**config.mk**
```make
export PLATFORM = sky130hd
export DESIGN_NAME = yuyv_to_rgb888_converter_flat
export DESIGN_NICKNAME = d
export VERILOG_FILES = /design/src/rtl/y2r_pkg.sv /design/src/rtl/y2r_stream_if.sv /design/src/rtl/yuyv_to_rgb888_converter.sv /design/src/flat_wrapper.sv
export SDC_FILE = /design/constraint.sdc
export NUM_CORES = 2
export LEC_CHECK = 0
export BUFFER_PORTS_ARGS = -buffer_cell sky130_fd_sc_hd__buf_2
export CAP_MARGIN = 20
export CORE_MARGIN = 4
export CORE_UTILIZATION = 45
export DETAILED_ROUTE_END_ITERATION = 6
export GPL_ROUTABILITY_DRIVEN = 0
export HOLD_SLACK_MARGIN = 0.05
export PLACE_DENSITY = 0.64
export SLEW_MARGIN = 40
export SYNTH_ARGS = -nofsm -noshare
export SYNTH_HDL_FRONTEND = slang
export SYNTH_SLANG_ARGS = --single-unit
```
**constraint.sdc**
```tcl
create_clock -name clk_i -period 14.8 [get_ports clk_i]
set_input_delay 0.74 -clock clk_i [delete_from_list [all_inputs] [get_ports clk_i]]
set_output_delay 0.74 -clock clk_i [all_outputs]
set_load 0.02 [all_outputs]
```
**src/rtl/y2r_pkg.sv**
```systemverilog
package y2r_pkg;

  // Wide enough for Y*65536 plus the largest Q16 chroma product, signed.
  localparam int unsigned SUM_W = 27;

  // ITU-R coefficients, Q16, rounded to nearest
  localparam int CF_RV = 91881;
  localparam int CF_GU = 22544;
  localparam int CF_GV = 46793;
  localparam int CF_BU = 116130;
  localparam int FIX_SHIFT = 16;

  // NTSC integer coefficients
  localparam int NT_Y     = 298;
  localparam int NT_RV    = 409;
  localparam int NT_GU    = 100;
  localparam int NT_GV    = 208;
  localparam int NT_BU    = 516;
  localparam int NT_RND   = 128;
  localparam int NT_YOFS  = 16;
  localparam int NT_SHIFT = 8;

  localparam int PIX_MAX = 255;

  typedef enum logic [1:0] {
    MODE_ITU_FIXED = 2'd0,
    MODE_ITU_SHIFT = 2'd1,
    MODE_NTSC      = 2'd2
  } mode_e;

  typedef logic signed [SUM_W-1:0] sum_t;

  typedef struct packed {
    logic [7:0] luma_first;
    logic [7:0] chroma_blue;
    logic [7:0] luma_second;
    logic [7:0] chroma_red;
    logic       end_of_frame;
  } yuyv_t;

  typedef struct packed {
    logic [7:0] red_first;
    logic [7:0] green_first;
    logic [7:0] blue_first;
    logic [7:0] red_second;
    logic [7:0] green_second;
    logic [7:0] blue_second;
    logic       frame_done;
  } rgb_pair_t;

endpackage

```
**src/rtl/y2r_stream_if.sv**
```systemverilog
interface y2r_stream_if #(
  parameter type T = logic
) ();
  logic valid;
  logic ready;
  T     data;

  modport source (output valid, output data, input ready);
  modport sink (input valid, input data, output ready);
endinterface

```
**src/rtl/yuyv_to_rgb888_converter.sv**
```systemverilog
// Stages: product, sum and clamp, from request accept to result valid.
// Throughput: one macropixel per cycle while the output is ready; each of the three stages holds one request
// and moves on as soon as the stage after it is free, so stalls back up stage by stage.
// Reset (rst_ni low, async): clears all stage valid bits and sets the conversion
// mode to ITU-R fixed point. Data registers are not reset.
module yuyv_to_rgb888_converter
  import y2r_pkg::*;
(
  input  logic                     clk_i,
  input  logic                     rst_ni,
  input  logic                     cfg_we_i,
  input  logic [1:0]               cfg_data_i,
  y2r_stream_if.sink               in_i,
  y2r_stream_if.source             out_o
);

  typedef struct packed {
    sum_t luma0;
    sum_t luma1;
    sum_t term_rv;
    sum_t term_gu;
    sum_t term_gv;
    sum_t term_bu;
    logic eof;
  } prod_t;

  typedef struct packed {
    sum_t r0;
    sum_t g0;
    sum_t b0;
    sum_t r1;
    sum_t g1;
    sum_t b1;
    logic eof;
  } chan_t;

  function automatic logic [7:0] clamp_pix(input sum_t s, input mode_e m);
    sum_t       sh;
    logic [7:0] res;
    unique case (m)
      MODE_ITU_SHIFT: sh = s;
      MODE_NTSC:      sh = s >>> NT_SHIFT;
      default:        sh = s >>> FIX_SHIFT;
    endcase
    priority if (s[SUM_W-1] || (s == '0)) begin
      res = '0;
    end else if (sh > sum_t'(PIX_MAX)) begin
      res = 8'(PIX_MAX);
    end else begin
      res = sh[7:0];
    end
    return res;
  endfunction

  mode_e     mode_q;
  logic      s1_v_q, s2_v_q, out_v_q;
  logic      s1_ld, s2_ld, out_ld;
  prod_t     s1_d, s1_q;
  chan_t     s2_d, s2_q;
  rgb_pair_t out_d, out_q;

  logic signed [7:0] u_s, v_s;
  sum_t              u_w, v_w, y0_w, y1_w;

  always_ff @(posedge clk_i or negedge rst_ni) begin
    if (!rst_ni) begin
      mode_q <= MODE_ITU_FIXED;
    end else if (cfg_we_i) begin
      mode_q <= mode_e'(cfg_data_i);
    end
  end

  // Each stage loads when empty or when its contents move on.
  assign out_ld     = !out_v_q || out_o.ready;
  assign s2_ld      = !s2_v_q || out_ld;
  assign s1_ld      = !s1_v_q || s2_ld;
  assign in_i.ready = s1_ld;

  // Cb-128 and Cr-128 as 8-bit signed: flip the top bit.
  assign u_s  = {~in_i.data.chroma_blue[7], in_i.data.chroma_blue[6:0]};
  assign v_s  = {~in_i.data.chroma_red[7], in_i.data.chroma_red[6:0]};
  assign u_w  = {{(SUM_W-8){u_s[7]}}, u_s};
  assign v_w  = {{(SUM_W-8){v_s[7]}}, v_s};
  assign y0_w = {{(SUM_W-8){1'b0}}, in_i.data.luma_first};
  assign y1_w = {{(SUM_W-8){1'b0}}, in_i.data.luma_second};

  // Stage 1: luma scaling and chroma products in the scale of the mode
  always_comb begin
    s1_d.eof = in_i.data.end_of_frame;
    unique case (mode_q)
      MODE_ITU_SHIFT: begin
        s1_d.luma0   = y0_w;
        s1_d.luma1   = y1_w;
        s1_d.term_rv = v_w + (v_w >>> 2) + (v_w >>> 3) + (v_w >>> 5);
        s1_d.term_gu = (u_w >>> 2) + (u_w >>> 4) + (u_w >>> 5);
        s1_d.term_gv = (v_w >>> 1) + (v_w >>> 3) + (v_w >>> 4) + (v_w >>> 5);
        s1_d.term_bu = u_w + (u_w >>> 1) + (u_w >>> 2) + (u_w >>> 6);
      end
      MODE_NTSC: begin
        // rounding constant folded into the luma term
        s1_d.luma0   = sum_t'(NT_Y) * (y0_w - sum_t'(NT_YOFS)) + sum_t'(NT_RND);
        s1_d.luma1   = sum_t'(NT_Y) * (y1_w - sum_t'(NT_YOFS)) + sum_t'(NT_RND);
        s1_d.term_rv = sum_t'(NT_RV) * v_w;
        s1_d.term_gu = sum_t'(NT_GU) * u_w;
        s1_d.term_gv = sum_t'(NT_GV) * v_w;
        s1_d.term_bu = sum_t'(NT_BU) * u_w;
      end
      default: begin
        // unused code 3 converts as ITU-R fixed point
        s1_d.luma0   = y0_w <<< FIX_SHIFT;
        s1_d.luma1   = y1_w <<< FIX_SHIFT;
        s1_d.term_rv = sum_t'(CF_RV) * v_w;
        s1_d.term_gu = sum_t'(CF_GU) * u_w;
        s1_d.term_gv = sum_t'(CF_GV) * v_w;
        s1_d.term_bu = sum_t'(CF_BU) * u_w;
      end
    endcase
  end

  // Stage 2: per-channel sums
  always_comb begin
    s2_d.r0  = s1_q.luma0 + s1_q.term_rv;
    s2_d.g0  = s1_q.luma0 - s1_q.term_gu - s1_q.term_gv;
    s2_d.b0  = s1_q.luma0 + s1_q.term_bu;
    s2_d.r1  = s1_q.luma1 + s1_q.term_rv;
    s2_d.g1  = s1_q.luma1 - s1_q.term_gu - s1_q.term_gv;
    s2_d.b1  = s1_q.luma1 + s1_q.term_bu;
    s2_d.eof = s1_q.eof;
  end

  // Stage 3: scale down (not in ITU-R shift mode) and clamp to 0..255
  always_comb begin
    out_d.red_first    = clamp_pix(s2_q.r0, mode_q);
    out_d.green_first  = clamp_pix(s2_q.g0, mode_q);
    out_d.blue_first   = clamp_pix(s2_q.b0, mode_q);
    out_d.red_second   = clamp_pix(s2_q.r1, mode_q);
    out_d.green_second = clamp_pix(s2_q.g1, mode_q);
    out_d.blue_second  = clamp_pix(s2_q.b1, mode_q);
    out_d.frame_done   = s2_q.eof;
  end

  always_ff @(posedge clk_i or negedge rst_ni) begin
    if (!rst_ni) begin
      s1_v_q  <= 1'b0;
      s2_v_q  <= 1'b0;
      out_v_q <= 1'b0;
    end else begin
      if (s1_ld) begin
        s1_v_q <= in_i.valid;
      end
      if (s2_ld) begin
        s2_v_q <= s1_v_q;
      end
      if (out_ld) begin
        out_v_q <= s2_v_q;
      end
    end
  end

  always_ff @(posedge clk_i) begin
    if (s1_ld && in_i.valid) begin
      s1_q <= s1_d;
    end
    if (s2_ld && s1_v_q) begin
      s2_q <= s2_d;
    end
    if (out_ld && s2_v_q) begin
      out_q <= out_d;
    end
  end

  assign out_o.valid = out_v_q;
  assign out_o.data  = out_q;

endmodule

```
**src/flat_wrapper.sv**
```systemverilog
// flat-port wrapper written by rule: the top's interface ports become plain ports
module yuyv_to_rgb888_converter_flat import y2r_pkg::*;
  (clk_i, rst_ni, cfg_we_i, cfg_data_i, in_i_valid, in_i_data, in_i_ready, out_o_valid, out_o_data, out_o_ready);
  y2r_stream_if #(.T(yuyv_t)) in_i_i ();
  y2r_stream_if #(.T(rgb_pair_t)) out_o_i ();
  input  logic clk_i;
  input  logic rst_ni;
  input  logic cfg_we_i;
  input  logic [1:0] cfg_data_i;
  input wire logic [$bits(in_i_i.valid)-1:0] in_i_valid;
  input wire logic [$bits(in_i_i.data)-1:0] in_i_data;
  output wire logic [$bits(in_i_i.ready)-1:0] in_i_ready;
  output wire logic [$bits(out_o_i.valid)-1:0] out_o_valid;
  output wire logic [$bits(out_o_i.data)-1:0] out_o_data;
  input wire logic [$bits(out_o_i.ready)-1:0] out_o_ready;
  assign in_i_i.valid = in_i_valid;
  assign in_i_i.data = in_i_data;
  assign in_i_ready = in_i_i.ready;
  assign out_o_valid = out_o_i.valid;
  assign out_o_data = out_o_i.data;
  assign out_o_i.ready = out_o_ready;
  yuyv_to_rgb888_converter u_core (.clk_i(clk_i), .rst_ni(rst_ni), .cfg_we_i(cfg_we_i), .cfg_data_i(cfg_data_i), .in_i(in_i_i), .out_o(out_o_i));
endmodule
```
==> metrics <==
Final Max Slew Viols 0; hold path start in_i_data[0]; Post-Syn Area per Cell 10.06 um^2; I/O pin cnt 91; main combinational cell family by area after synthesis adder cells; status completed; Syn Inst Count 3724; H-Tree Depth 2; Critical Path AT 6.70 ns; clock sink total 376; row count 105; CP Max Fanout 12; area of the core 0.08224 mm^2; initial core utilization 45.55%; Via density 5.827; sequential-to-total area share from yosys stat 30.07%; Port Buf Inserts 90; initial antenna violation count 3; cell area after synthesis 0.03746 mm^2; via count 28623; vias in the first global route 27255; cts bufs inserted 42; drt drc 0; worst-skew pair later-pin latency 0.56 ns; routed wire length 109900 um; pwr dens 183.1 mW/mm^2; area grow syn2layout 8.460%; synthesized flop and latch total 376; endpoints failing hold 0; Hold Path Class in -> reg; NetSw 3315 uW; ys async rst share 1.330%; min Tclk post-route 6.433 ns; Worst R2R Path Depth 15; Die Area 0.08793 mm^2; Post-Synth Simple-Gate Area 9.305%; Hold Path Depth 1; Synth top area share 29.74%; R2R Path End u_core.s2_q[54]$_DFFE_PP_; Slew HR 48.82%; largest net degree at the start of global routing 84; Tcrit/Tclk final 43.46%; crit end category flop; type of origin of the critical path primary input; number of flops mapped to enable cells by yosys 371; global-route wire length before repair 164900 um; max-cap viol count 0; CTS tree done; gr usage total 24.78%; DP HPWL 89290 um; Distinct cells, synth 80; Syn Nets 4539; Worst-Margin Slew 0.7557 ns; DRT Pass-1 Iters 6; Setup TNS 0 ns; XOR/XNOR Fraction of Synth Area 7.037%; clock slew at reported path FFs 0.06 ns; setup ws final 8.368 ns; Yosys top cell by area edfxtp_1; ranking of synthesized cells by area edfxtp_1 30%, ha_1 19%, fa_1 12%; flop2flop setup slack 10.28 ns; Final setup viols 0; ANT nets after route 0; Overflow after GRT 0; Synth Warn # 0; switch share 44.56%; worst endpoint required time 15.07 ns; CTS max path bufs 3; worst reg2reg path startpoint u_core.s1_q[28]$_DFFE_PP_; RSZ-0062 raised after global routing false; Setup WS pre-CTS 8.180 ns; Setup Skew 0.01977 ns; critical path class in -> reg; clk root buf clkbuf_16; compound-gate portion of the synthesized area 17.74%; FMAX 155.5 MHz; # fillers 7574; Peak VDD IR 0.1012 mV; Clock Power Share 14.6%; fin nets 4621; power share of the sequential group 27.0%; die height 296.5 um; Logic pwr share 58.4%; Worst Hold End u_core.s1_q[0]$_DFFE_PP_; WHS 0.3568 ns; Synth Flop Type edfxtp_1; Adder-Cell Fraction of Synth Area 30.25%; share of layout cells above drive strength 1 5.522%; leakage power 0.01815 uW; post-synthesis mux area share 0.1436%; die width 296.5 um; WL/cell 22.37 um; internal power 4124 uW; drt initial violations 2641
==> cells in the final DEF (no fill, tap or decap), types with 37 or more instances in the layout <==
| cell type | n |
|---|---|
| xor2_1 | 98 |
| nor2_1 | 201 |
| nand3_1 | 56 |
| nor2b_1 | 37 |
| o21ai_0 | 216 |
| edfxtp_1 | 371 |
| fa_1 | 218 |
| nand2_1 | 162 |
| a21o_1 | 110 |
| a221o_1 | 47 |
| ha_1 | 555 |
| inv_1 | 468 |
| o21a_1 | 43 |
| a21oi_1 | 285 |
| nor3_1 | 49 |
| clkbuf_16 | 43 |
| o21bai_1 | 43 |
| buf_2 | 90 |
| xnor2_1 | 203 |
==> through the flow <==
step	utilization [%]	std cells	cell area (um^2)	total power, uW
after floorplan	-	3724	37460	5058
after global placement	47.63	4831	39170	6255
after detailed placement	47.63	4831	39180	6295
after CTS	49.39	4909	40620	7409
after global routing	49.40	4910	40630	7977
final	49.41	4912	40630	7439
==> registers in the layout, indices dropped and copies added, names as in the netlist <==
name,flops
u_core.s1_q,159
u_core.mode_q,2
u_core.s1_v_q,1
u_core.s2_v_q,1
u_core.s2_q,162
u_core.out_d,1
u_core.out_o.valid,1
u_core.out_o.data,49
==> power by group through the flow <==
stage | logic (uW) | clock network, uW | registers [uW]
2_1_floorplan | 3150 | 0 | 1910
3_3_place_gp | 4240 | 0 | 2020
3_5_place_dp | 4270 | 0 | 2030
4_1_cts | 4300 | 1110 | 2010
5_1_grt | 4790 | 1150 | 2030
6_report | 4350 | 1080 | 2010
==> critical path: stages <==
cell and delay (ns):
buf_2 0.32, clkinv_1 0.68, fa_1 0.94, inv_1 0.19
fa_1 0.52, fa_1 0.51, inv_1 0.05, fa_1 0.47
ha_1 0.38, a21o_1 0.18, a21o_1 0.17, a21oi_1 0.29
nor2_1 0.08, a221oi_1 0.27, nor4b_1 0.42, o41a_1 0.25
xnor2_1 0.12, o21ai_0 0.10
==> what timing repair did <==
action / 4_1_cts / 5_1_grt
setup buffers: 0 / 0
hold endpoints to repair: 5 / 0
gates resized for setup: 0 / 0
hold buffers: 1 / 0
==> worst max-delay path by stage <==
| stage | startpoint | to | slack (ns) | depth (start not counted) |
|---|---|---|---|---|
| floorplan | in_i_data[8] | u_core.s1_q[50]$_DFFE_PP_ | 8.60 | 18 |
| global placement | in_i_data[8] | u_core.s1_q[50]$_DFFE_PP_ | 8.21 | 19 |
| detailed placement | in_i_data[8] | u_core.s1_q[50]$_DFFE_PP_ | 8.18 | 19 |
| CTS | in_i_data[8] | u_core.s1_q[50]$_DFFE_PP_ | 8.71 | 19 |
| global route | in_i_data[7] | u_core.s1_q[50]$_DFFE_PP_ | 7.95 | 18 |
| finish | in_i_data[7] | u_core.s1_q[50]$_DFFE_PP_ | 8.37 | 18 |
==> kinds of logic after synthesis <==
| logic type | count (synthesis) |
|---|---|
| xor+xnor | 301 |
| flops | 376 |
| simple gates | 712 |
| fa+ha+maj | 775 |
| mux | 5 |
| buf+inv | 544 |
| compound gates | 1011 |
==> synthesized netlist by cell type (22+ instances only) <==
| master | number |
|---|---|
| nor3_1 | 50 |
| a21oi_1 | 285 |
| fa_1 | 218 |
| a221o_1 | 47 |
| nand3_1 | 56 |
| a211oi_1 | 36 |
| nand2_1 | 162 |
| inv_1 | 470 |
| nand2b_1 | 36 |
| and3_1 | 27 |
| nor2b_1 | 38 |
| nand4_1 | 25 |
| xnor2_1 | 203 |
| edfxtp_1 | 371 |
| nor2_1 | 202 |
| a21o_1 | 110 |
| o21ai_0 | 216 |
| and2_1 | 23 |
| o21bai_1 | 43 |
| a22oi_1 | 22 |
| xor2_1 | 98 |
| o21a_1 | 43 |
| o211ai_1 | 28 |
| clkbuf_1 | 62 |
| nor4_1 | 35 |
| ha_1 | 557 |
==> per-layer routing <==
layer	GRT usage (%)	wire, um	vias to the layer above	share of wire (%)
li1	-	-	13605	-
met5	0	0	-	0
met3	3.927	7592	196	6.9
met2	38.85	48640	979	44
met1	34.39	48270	13843	44
met4	10.33	5377	0	4.9
==> layout make-up <==
| cell class | count | area [um^2] | area share [%] |
|---|---|---|---|
| repair buffers | 110 | 614.3 | 1.512 |
| inverters | 472 | 1773 | 4.363 |
| flip-flops and latches | 376 | 11270 | 27.73 |
| well taps | 1070 | 1339 | 3.295 |
| multi-input cells | 2804 | 24200 | 59.56 |
| diodes | 3 | 7.507 | 0.01848 |
| clock inverters | 29 | 336.6 | 0.8283 |
| clock buffers | 48 | 1095 | 2.694 |
Note: power is estimated with default switching activity, not from simulation.
